`config.mk`:
```
export PLATFORM = sky130hd
export DESIGN_NAME = triangle_scanline_span_generator
export DESIGN_NICKNAME = d
export VERILOG_FILES = /design/src/rtl/core/tssg_pkg.sv /design/src/rtl/core/triangle_scanline_span_generator.sv /design/src/rtl/core/tssg_cross.sv
export SDC_FILE = /design/constraint.sdc
export NUM_CORES = 2
export LEC_CHECK = 0
export ABC_AREA = 1
export BUFFER_PORTS_ARGS = -buffer_cell sky130_fd_sc_hd__buf_2
export CAP_MARGIN = 20
export CORE_UTILIZATION = 35
export CTS_BUF_LIST = sky130_fd_sc_hd__clkbuf_16
export DETAILED_ROUTE_END_ITERATION = 16
export GPL_ROUTABILITY_DRIVEN = 0
export GPL_TIMING_DRIVEN = 0
export PLACE_DENSITY = 0.59
export SLEW_MARGIN = 10
export SYNTH_ARGS = -nofsm -noshare
export SYNTH_HDL_FRONTEND = slang
export SYNTH_SLANG_ARGS = --single-unit
export TNS_END_PERCENT = 100
```
`constraint.sdc`:
```
create_clock -name i_clk -period 8.65 [get_ports i_clk]
set_input_delay 2.595 -clock i_clk [delete_from_list [all_inputs] [get_ports i_clk]]
set_output_delay 2.595 -clock i_clk [all_outputs]
set_load 0.01 [all_outputs]
```
`src/rtl/core/tssg_pkg.sv`:
```
// Shared constants for the triangle scanline span generator.
// No dependencies; imported by the span generator top level and its crossing unit.
`timescale 1ns / 1ps

package tssg_pkg;

    // Default signed width of every coordinate
    localparam int TSSG_COORD_BITS = 12;

    // Item operation codes
    localparam logic OP_LOAD = 1'b0;
    localparam logic OP_STEP = 1'b1;

endpackage : tssg_pkg

```
`src/rtl/core/triangle_scanline_span_generator.sv`:
```
// Triangle scanline span generator top level: vertex sort, row walk and result register.
// Depends on tssg_pkg and on two tssg_cross units for the long and short edge crossings.
`timescale 1ns / 1ps

// A load item (op 0) gives no result and sorts the three vertices by y.
// A step item (op 1) gives exactly one result, shown for one cycle with o_strobe high; the
// receiver cannot stall, so results must be taken as they appear. When no rows remain the
// answer comes in the cycle after the step is accepted, with o_span_valid 0 and o_last 1. A
// span keeps busy high until the serial restoring dividers, one quotient bit per cycle,
// are done; the long and short edge crossings are computed side by side. The strobe cycle
// overlaps the first cycle in which the next item may be accepted.
module triangle_scanline_span_generator #(
    parameter int COORD_BITS = tssg_pkg::TSSG_COORD_BITS
) (
    input  logic                         i_clk,
    input  logic                         i_rst_n,
    input  logic                         start,
    output logic                         busy,
    input  logic                         i_op,
    input  logic signed [COORD_BITS-1:0] i_ax,
    input  logic signed [COORD_BITS-1:0] i_ay,
    input  logic signed [COORD_BITS-1:0] i_bx,
    input  logic signed [COORD_BITS-1:0] i_by,
    input  logic signed [COORD_BITS-1:0] i_cx,
    input  logic signed [COORD_BITS-1:0] i_cy,
    input  logic [31:0]                  i_fill_color,
    output logic                         o_strobe,
    output logic                         o_span_valid,
    output logic signed [COORD_BITS-1:0] o_row,
    output logic signed [COORD_BITS-1:0] o_long_edge_x,
    output logic signed [COORD_BITS-1:0] o_short_edge_x,
    output logic [31:0]                  o_span_color,
    output logic                         o_last
);

    import tssg_pkg::*;

    localparam int C = COORD_BITS;

    localparam logic ST_IDLE = 1'b0;
    localparam logic ST_DIV  = 1'b1;

    logic                r_state;
    logic                r_active;
    logic signed [C-1:0] r_x0, r_y0, r_x1, r_y1, r_x2, r_y2;
    logic [31:0]         r_color;
    logic signed [C-1:0] r_row;

    logic                r_strobe;
    logic                r_span_valid;
    logic signed [C-1:0] r_orow;
    logic signed [C-1:0] r_lx;
    logic signed [C-1:0] r_sx;
    logic [31:0]         r_ocolor;
    logic                r_last;

    logic                accept;
    logic                unit_start;

    // Sort network temporaries
    logic signed [C-1:0] s1_px, s1_py, s1_qx, s1_qy;
    logic signed [C-1:0] s2_qx, s2_qy, s2_rx, s2_ry;
    logic signed [C-1:0] s3_px, s3_py, s3_qx, s3_qy;

    // Short edge selection
    logic                upper;
    logic signed [C-1:0] sh_xt, sh_yt, sh_xb, sh_yb;

    logic signed [C:0]   row_next;
    logic                fin;

    logic                long_done;
    logic                short_done;
    logic signed [C-1:0] long_x;
    logic signed [C-1:0] short_x;

    assign busy   = (r_state == ST_DIV);
    assign accept = start && !busy;

    // Stable three-element bubble sort on y: swap only on strictly greater
    always_comb begin
        if (i_ay > i_by) begin
            s1_px = i_bx; s1_py = i_by; s1_qx = i_ax; s1_qy = i_ay;
        end else begin
            s1_px = i_ax; s1_py = i_ay; s1_qx = i_bx; s1_qy = i_by;
        end
        if (s1_qy > i_cy) begin
            s2_qx = i_cx; s2_qy = i_cy; s2_rx = s1_qx; s2_ry = s1_qy;
        end else begin
            s2_qx = s1_qx; s2_qy = s1_qy; s2_rx = i_cx; s2_ry = i_cy;
        end
        if (s1_py > s2_qy) begin
            s3_px = s2_qx; s3_py = s2_qy; s3_qx = s1_px; s3_qy = s1_py;
        end else begin
            s3_px = s1_px; s3_py = s1_py; s3_qx = s2_qx; s3_qy = s2_qy;
        end
    end

    // Pick the upper short edge above the middle vertex, the lower one from there on
    always_comb begin
        upper = (r_row < r_y1);
        if (upper) begin
            sh_xt = r_x0; sh_yt = r_y0; sh_xb = r_x1; sh_yb = r_y1;
        end else begin
            sh_xt = r_x1; sh_yt = r_y1; sh_xb = r_x2; sh_yb = r_y2;
        end
    end

    // Final row check in one extra bit so the increment cannot wrap; compare signed
    always_comb begin
        row_next = $signed({r_row[C-1], r_row}) + $signed((C+1)'(1));
        fin      = (row_next >= $signed({r_y2[C-1], r_y2}));
    end

    assign unit_start = accept && (i_op == OP_STEP) && r_active;

    tssg_cross #(
        .COORD_BITS (COORD_BITS)
    ) u_long (
        .i_clk   (i_clk),
        .i_rst_n (i_rst_n),
        .i_start (unit_start),
        .i_xt    (r_x0),
        .i_yt    (r_y0),
        .i_xb    (r_x2),
        .i_yb    (r_y2),
        .i_y     (r_row),
        .o_done  (long_done),
        .o_x     (long_x)
    );

    tssg_cross #(
        .COORD_BITS (COORD_BITS)
    ) u_short (
        .i_clk   (i_clk),
        .i_rst_n (i_rst_n),
        .i_start (unit_start),
        .i_xt    (sh_xt),
        .i_yt    (sh_yt),
        .i_xb    (sh_xb),
        .i_yb    (sh_yb),
        .i_y     (r_row),
        .o_done  (short_done),
        .o_x     (short_x)
    );

    // Control, triangle state and result register
    always_ff @(posedge i_clk) begin
        if (!i_rst_n) begin
            r_state  <= ST_IDLE;
            r_active <= 1'b0;
            r_strobe <= 1'b0;
            r_x0     <= '0;
            r_y0     <= '0;
            r_x1     <= '0;
            r_y1     <= '0;
            r_x2     <= '0;
            r_y2     <= '0;
            r_color  <= '0;
            r_row    <= '0;
        end else begin
            r_strobe <= 1'b0;
            case (r_state)
                ST_IDLE: begin
                    if (accept) begin
                        case (i_op)
                            OP_LOAD: begin
                                r_x0     <= s3_px;
                                r_y0     <= s3_py;
                                r_x1     <= s3_qx;
                                r_y1     <= s3_qy;
                                r_x2     <= s2_rx;
                                r_y2     <= s2_ry;
                                r_color  <= i_fill_color;
                                r_row    <= s3_py;
                                r_active <= (s3_py < s2_ry);
                            end
                            OP_STEP: begin
                                if (r_active) begin
                                    r_state <= ST_DIV;
                                end else begin
                                    // Exhausted or never loaded: answer at once
                                    r_strobe     <= 1'b1;
                                    r_span_valid <= 1'b0;
                                    r_orow       <= '0;
                                    r_lx         <= '0;
                                    r_sx         <= '0;
                                    r_ocolor     <= '0;
                                    r_last       <= 1'b1;
                                end
                            end
                            default: begin
                                r_state <= ST_IDLE;
                            end
                        endcase
                    end
                end
                ST_DIV: begin
                    // Both units finish together; emit the span and advance the row
                    if (long_done && short_done) begin
                        r_strobe     <= 1'b1;
                        r_span_valid <= 1'b1;
                        r_orow       <= r_row;
                        r_lx         <= long_x;
                        r_sx         <= short_x;
                        r_ocolor     <= r_color;
                        r_last       <= fin;
                        r_row        <= row_next[C-1:0];
                        if (fin) begin
                            r_active <= 1'b0;
                        end
                        r_state <= ST_IDLE;
                    end
                end
                default: begin
                    r_state <= ST_IDLE;
                end
            endcase
        end
    end

    assign o_strobe       = r_strobe;
    assign o_span_valid   = r_span_valid;
    assign o_row          = r_orow;
    assign o_long_edge_x  = r_lx;
    assign o_short_edge_x = r_sx;
    assign o_span_color   = r_ocolor;
    assign o_last         = r_last;

endmodule : triangle_scanline_span_generator

```
`src/rtl/core/tssg_cross.sv`:
```
// Edge crossing unit: x = xt + (xb - xt) * (y - yt) / (yb - yt), truncated toward zero.
// Uses one magnitude multiply, then a restoring divider that yields one quotient bit per cycle.
// Depends on tssg_pkg for the default coordinate width.
`timescale 1ns / 1ps

module tssg_cross #(
    parameter int COORD_BITS = tssg_pkg::TSSG_COORD_BITS
) (
    input  logic                         i_clk,
    input  logic                         i_rst_n,
    input  logic                         i_start,
    input  logic signed [COORD_BITS-1:0] i_xt,
    input  logic signed [COORD_BITS-1:0] i_yt,
    input  logic signed [COORD_BITS-1:0] i_xb,
    input  logic signed [COORD_BITS-1:0] i_yb,
    input  logic signed [COORD_BITS-1:0] i_y,
    output logic                         o_done,
    output logic signed [COORD_BITS-1:0] o_x
);

    import tssg_pkg::*;

    localparam int C     = COORD_BITS;
    localparam int CNT_W = $clog2(C);

    logic                 r_busy;
    logic                 r_done;
    logic [CNT_W-1:0]     r_cnt;
    logic [C-1:0]         r_rem;
    logic [C-1:0]         r_num;
    logic [C-1:0]         r_quo;
    logic [C-1:0]         r_den;
    logic                 r_neg;
    logic signed [C-1:0]  r_xt;

    logic signed [C:0]    dx;
    logic signed [C:0]    dy_full;
    logic signed [C:0]    h_full;
    logic [C:0]           dx_abs;
    logic [2*C-1:0]       prod;
    logic [C:0]           rem_sh;
    logic [C:0]           rem_sub;
    logic                 ge;
    logic [C:0]           q_ext;
    logic [C:0]           q_signed;
    logic [C:0]           x_sum;

    // Form the edge deltas and the unsigned product of the numerator
    always_comb begin
        dx      = {i_xb[C-1], i_xb} - {i_xt[C-1], i_xt};
        dy_full = {i_y[C-1], i_y} - {i_yt[C-1], i_yt};
        h_full  = {i_yb[C-1], i_yb} - {i_yt[C-1], i_yt};
        dx_abs  = dx[C] ? ((C+1)'(0) - dx) : dx;
        prod    = {{C{1'b0}}, dx_abs[C-1:0]} * {{C{1'b0}}, dy_full[C-1:0]};
    end

    // One restoring step: shift in the next numerator bit, subtract if it fits
    always_comb begin
        rem_sh  = {r_rem, r_num[C-1]};
        rem_sub = rem_sh - {1'b0, r_den};
        ge      = (rem_sh >= {1'b0, r_den});
    end

    // Apply the sign to the quotient and add the top x
    always_comb begin
        q_ext    = {1'b0, r_quo};
        q_signed = r_neg ? ((C+1)'(0) - q_ext) : q_ext;
        x_sum    = {r_xt[C-1], r_xt} + q_signed;
    end

    assign o_done = r_done;
    assign o_x    = x_sum[C-1:0];

    // Control: load on start, advance one quotient bit per cycle
    always_ff @(posedge i_clk) begin
        if (!i_rst_n) begin
            r_busy <= 1'b0;
            r_done <= 1'b0;
            r_cnt  <= '0;
        end else begin
            r_done <= 1'b0;
            if (i_start) begin
                r_busy <= 1'b1;
                r_cnt  <= '0;
            end else if (r_busy) begin
                r_cnt <= r_cnt + CNT_W'(1);
                if (r_cnt == CNT_W'(C-1)) begin
                    r_busy <= 1'b0;
                    r_done <= 1'b1;
                end
            end
        end
    end

    // Datapath: the high product half is already below the divisor
    always_ff @(posedge i_clk) begin
        if (i_start) begin
            r_rem <= prod[2*C-1:C];
            r_num <= prod[C-1:0];
            r_quo <= '0;
            r_den <= h_full[C-1:0];
            r_neg <= dx[C];
            r_xt  <= i_xt;
        end else if (r_busy) begin
            r_rem <= ge ? rem_sub[C-1:0] : rem_sh[C-1:0];
            r_num <= {r_num[C-2:0], 1'b0};
            r_quo <= {r_quo[C-2:0], ge};
        end
    end

endmodule : tssg_cross

```
* Word level (Yosys, flattened, before mapping) *
Cells that the tools add are included.

operators by class
  add/subtract/negate cells = 17
  multipliers = 2
  divide/modulo/power cells = 0
  $lt $le $gt $ge = 8
  equality and inequality tests = 8
  shifts and indexed selects = 0
  multiplexer cells = 81
  bitwise logic cells = 5
  reduce and logical (&&, ||, !) cells = 14

operator list
  cell                                                number
  2-to-1 mux 12 bit                                   39
  2-to-1 mux 32 bit                                   4
  case mux 12 bit (2 select lines)                    4
  subtractor 12 bit                                   6
  case mux 32 bit (2 select lines)                    1
  multiplier 12 x 12 -> 24 bit                        2
  subtractor 1 x 12 -> 12 bit (first input constant)  4
  >= comparator 13 x 12 -> 1 bit                      3
  greater-than comparator 12 bit                      3
  2-to-1 mux 1 bit                                    28
  subtractor 12 x 12 -> 13 bit                        2
  adder 12 bit                                        2
  less-than comparator 12 bit                         2
  adder 12 x 2 -> 13 bit (second input constant)      1
  case mux 1 bit (2 select lines)                     5
  adder 4 x 1 -> 4 bit (second input constant)        2
  == test 4 bit (second input constant)               2
  != test 2 bit (second input constant)               4
  AND reduction 3 bit                                 2
  OR reduction 3 bit                                  2
  NOT 1 bit                                           5
  AND reduction 5 bit                                 1
  logical AND 1 bit                                   4
  != test 2 x 1 -> 1 bit (second input constant)      2
  4 further kinds                                     5

storage, ports and cells
  register bits = 323
  latch bits = 0
  memory bits (writable) = 0
  ROM bits = 0
  bits of input ports = 108
  output and inout bits = 72
  logic and storage cells = 170
  memories kept = 0

* Depth between registers and ports, before layout *
  depth after elaboration = 10
  gate-level depth with buffers = 58
  gate-level depth less buffers = 56

* Modules after synthesis *
Synthesis repeated with hierarchy kept, for this count alone.

second synthesis, totals
  cell total of the unflattened synthesis = 4255
  area total of the unflattened synthesis = 31804.3 sq um

by module, submodules not included
  module                            times used  cells each  area an instance (sq um)  sequential area each (sq um)
  triangle_scanline_span_generator  1           1555        10994.3                   4484.3
  tssg_cross (u_short)              1           1351        10493.8                   1831.8
  tssg_cross (u_long)               1           1349        10316.1                   1831.8

* Least setup slack after synthesis *
OpenSTA, ideal clock, no wires.

  path type = register -> register
  start = reg r_row[1]
  end = reg u_short.r_rem[8], data pin
  library setup time = 0.260 ns
  arrival time = 8.694 ns
  required time = 8.390 ns
  setup slack = -0.304 ns
  stages on the path, launching flop included = 54
  buffers on the path = 3
  clock period less this slack = 8.954 ns
  cell sequence = dfxtp_1 > ha_1 > a21boi_0 > o211ai_1 > nand2_1 > a21oi_1 > o21ai_0 > and3_1 > o22ai_1 > buf_2 > buf_1 > nand2_1 > o21ai_0 > ha_1 > inv_1 > fa_1 > nand3_1 > nand3_1 > [... 18 more ...] > inv_1 > fa_1 > fa_1 > inv_1 > fa_1 > inv_1 > ha_1 > inv_1 > nor3_1 > nand2_1 > o211ai_1 > a31oi_1 > o21ai_0 > a21boi_0 > o21ai_0 > a21oi_1 > o21ai_0 > o21ai_1

on the way
  elaborated cells on any way between the ends = 10
  classes of those cells = add/sub: 3; mul: 1; order compare: 1; mux: 5

RTL lines
  what                          line                                     text
  from (decl)                   triangle_scanline_span_generator.sv:47   logic signed [C-1:0] r_row;
  from (signal assigned)        triangle_scanline_span_generator.sv:175  r_row <= s3_py;
  from (signal assigned)        triangle_scanline_span_generator.sv:208  r_row <= row_next[C-1:0];
  less-than comparator 12 bit   triangle_scanline_span_generator.sv:101  upper = (r_row < r_y1);
  2-to-1 mux 12 bit             triangle_scanline_span_generator.sv:102  if (upper) begin
  net sh_xt[0]                  triangle_scanline_span_generator.sv:67   logic signed [C-1:0] sh_xt, sh_yt, sh_xb, sh_yb;
  subtractor 12 x 12 -> 13 bit  tssg_cross.sv:50                         dx = {i_xb[C-1], i_xb} - {i_xt[C-1], i_xt};
  net u_short.dx[12]            tssg_cross.sv:36                         logic signed [C:0] dx;
  2-to-1 mux 12 bit             tssg_cross.sv:53                         dx_abs = dx[C] ? ((C+1)'(0) - dx) : dx;
  multiplier 12 x 12 -> 24 bit  tssg_cross.sv:54                         prod = {{C{1'b0}}, dx_abs[C-1:0]} * {{C{1'b0}}, dy_full[C-1:0]};
  2-to-1 mux 12 bit             tssg_cross.sv:97                         if (i_start) begin
  to (signal assigned)          tssg_cross.sv:98                         r_rem <= prod[2*C-1:C];
  to (signal assigned)          tssg_cross.sv:105                        r_rem <= ge ? rem_sub[C-1:0] : rem_sh[C-1:0];
  to (decl)                     tssg_cross.sv:29                         logic [C-1:0] r_rem;

The timed path passes the listed nets, and every way through them passes these cells.
A chain may end at the register's enable or synchronous reset.

* Worst setup path after layout *
  start = reg r_row[5]
  end = reg u_short.r_rem[9], data pin

on the way
  cells in the longest elaborated chain, start to end = 7
  elaborated cells on any way between the ends = 10
  classes of those cells = add/sub: 3; mul: 1; order compare: 1; mux: 5

RTL lines
  what                            line
  less-than comparator 12 bit     triangle_scanline_span_generator.sv:101
  2-to-1 mux 12 bit               triangle_scanline_span_generator.sv:102
  subtractor 12 x 12 -> 13 bit    tssg_cross.sv:50
  subtractor 1 x 12 -> 12 bit     tssg_cross.sv:53
  2-to-1 mux 12 bit               tssg_cross.sv:53
  multiplier 12 x 12 -> 24 bit *  tssg_cross.sv:54
  2-to-1 mux 12 bit *             tssg_cross.sv:97

Every way passes the cells marked *; elsewhere a longest branch is shown, timed or not.

==> reports/metrics.cfg <==
[timing]
hold_viol = 0
setup_violations = 5
max_slew_margin_pct = 30.8
slew_violations = 0
period_share_pct = 101
fin_hold_ws_ns = 0.468
worstMarginPinSlew_ns = 1.03
layout_setup_ws_ns = -0.124
final.min_clock_period_ns = 8.77
fmax_ghz = 0.114
finalClockSkew_ns = 0.0231
rsz0062_at_grt = yes

[synthesis]
async_flop_share_pct = 0
syn_area_mm2 = 0.0303
synth_seq_area_share_pct = 26.9
yosys_register_bits = 323
syn_nets = 4501
ys_types = 68
netlist_instances = 3867
synth_area_per_cell_um2 = 7.85
synthFlopType = edfxtp_1
synth_edf_count = 168
yosys_warnings = 0

[die]
io_pins = 180
fp.dieW_um = 296
die_area_mm2 = 0.0879
coreArea_mm2 = 0.0855
start_util_pct = 35.5
die_h_um = 296
row_count = 107

[critical_path]
critPathKind = flip-flop to flip-flop
startpoint = r_row[5]
critPathRequiredTime_ns = 8.96
reg2reg_depth = 45
crit_top_cell = fa_1
slowest_delay_ns = 0.55
cp.arrival_ns = 9.08
path_max_fanout = 8
r2r_start = r_row[5]
cp_slowest_cell = fa_1
crit_path_start_kind = flip-flop
end_kind = flip-flop

[clock_tree]
ctsRootBufferMaster = clkbuf_16
cts.path.max_buffers = 3
cts_tree = yes
cts_made_buffers = 37
clk_pin_slew_ns = 0.06
h-tree-depth = 2
clk_latency_ns = 0.58
numClockSinks = 323

[routing]
wl_um = 93700
drt_iter0_drc = 1953
antenna_left = 0
drc = 0
first_pass_iters = 6
post_drt_wl_per_cell_um = 17.5
vias = 27100
viasPerCell = 5.05

[global_route]
grt_overflow = 0
grt_pass1_vias = 26600
grt_max_degree = 38
grt_use_total_pct = 21.4
antenna_found_initial = 6
grt_pass1_wl_um = 147000

[finish]
multi_input_area_mm2 = 0.0203
fillers = 8638
drive_above_1_share_pct = 16.6
seq_area_mm2 = 0.00818
syn_to_final_growth_pct = 19.4
final_nets = 4829

[worst_hold_path]
min_from = r_x0[7]
holdCritPathClass = flip-flop to flip-flop
hold-path-cell-count = 0

[run]
maxCapViolCount = 0

[place]
dp.final_hpwl_um = 73600
pre_cts_slack_ns = -1.64
io_buffers = 179

[outcome]
violations = setup timing
outcome = finished, violations left

==> final timing paths <==
path / to / slack [ns]
hold reg to reg: u_long.r_xt[7] / 0.47
setup reg to reg: u_short.r_rem[9] / -0.12
setup / recovery: u_short.r_rem[9] / -0.12
hold / removal: u_long.r_xt[7] / 0.47
==> layout make-up <==
type | count | share of cell area, %
Timing Repair Buffer | 289 | 5.11
Inverter | 712 | 7.53
Antenna cell | 4 | 0.0276
Buffer | 111 | 1.61
Clock inverter | 29 | 0.677
Multi-Input combinational cell | 2721 | 56.0
Clock buffer | 37 | 2.56
Sequential cell | 323 | 22.6
Tap cell | 1144 | 3.95
==> Yosys cell counts, types with 4 or more instances <==
cell type	instances	area, µm²
nand2_1	812	3050
o21a_1	10	75.1
or2_2	9	56.3
clkinv_1	13	48.8
buf_2	13	65.1
clkbuf_1	82	308
ha_1	316	3950
nor2_1	271	1020
nand2_4	5	56.3
dfxtp_1	155	3100
a21boi_0	4	30.0
buf_4	5	37.5
nor2_2	9	56.3
xor2_1	97	850
nand3b_1	4	30.0
buf_1	6	22.5
edfxtp_1	168	5040
o211ai_1	57	428
o22ai_1	24	150
inv_1	678	2540
o21ai_2	12	105
nor4_1	4	25.0
o21ai_1	45	225
nand3_1	68	340
inv_2	18	67.6
fa_1	210	4200
nand3_2	4	40.0
mux2_2	11	124
nand2_2	13	81.3
nand4_1	23	144
a21oi_1	279	1400
o21bai_1	9	67.6
a21o_1	13	97.6
nor3_1	33	165
nor3b_1	4	30.0
a31oi_1	24	150
buf_6	5	56.3
o31ai_1	7	52.6
xnor2_1	30	263
o21ai_0	279	1400
==> cells in the final DEF, fill, tap and decap left out, types with 16 or more instances in the layout <==
cell,netlist,final
nand2_1,812,781
inv_1,678,660
ha_1,316,292
a21oi_1,279,265
nor2_1,271,258
o21ai_0,279,241
fa_1,210,202
buf_2,13,190
edfxtp_1,168,168
dfxtp_1,155,141
buf_4,5,97
xor2_1,97,85
clkbuf_1,82,70
o211ai_1,57,57
nand3_1,68,54
o21ai_1,45,50
o21ai_2,12,38
clkbuf_16,0,37
inv_2,18,31
xnor2_1,30,27
nand2_2,13,26
nor3_1,33,26
nand4_1,23,23
o22ai_1,24,23
nand2_4,5,21
ha_4,0,21
a31oi_1,24,20
buf_6,5,19
nor2_2,9,17
nand3_2,4,16
==> worst max-delay path, delay by kind of cell, from the launching register on <==
family	cells	cell delay (ns)
xor+xnor	2	0.40
mux	1	0.39
fa+ha+maj	8	3.29
flops	1	0.52
simple gates	13	1.40
buf+inv	9	0.94
compound gates	12	1.54
==> through the flow <==
step | instances | cell area [µm²] | utilization [%] | setup TNS [ns]
6_report | 5370 | 36200 | 42.3 | -0.301
5_1_grt | 5370 | 36200 | 42.3 | -3.78
4_1_cts | 5340 | 35400 | 41.4 | -0.225
3_5_place_dp | 5197 | 32800 | 38.4 | -16.80
3_3_place_gp | 5190 | 32700 | 38.2 | -16.69
2_1_floorplan | 3867 | 30400 | - | 0
==> layer usage <==
layer  vias to the layer above  share of wire [%]  GRT usage (%)
met5                         -              0.012              0
met4                         2                2.6           5.91
met3                       139                5.3           2.77
met2                       737                 47           35.4
met1                     13100                 46           29.2
li1                      13200                  -              -
==> logic make-up after synthesis <==
group,synth area share [%]
and+or+nand+nor,17.1
buffers and inverters,10.4
AOI/OAI and AO/OA,14.4
adders and majority gates,26.9
DFF,26.9
xor gates and xnor gates,3.86
muxes,0.408
==> timing repair <==
action	in CTS	in global routing
hold buffers	0	0
setup endpoints to repair	20	20
gates resized for setup	232	146
pin swaps	99	88
setup buffers	75	26
gates cloned	2	0
Power is not shown: default switching activity piles up to over one toggle a cycle in this logic, so the estimate is an artifact.
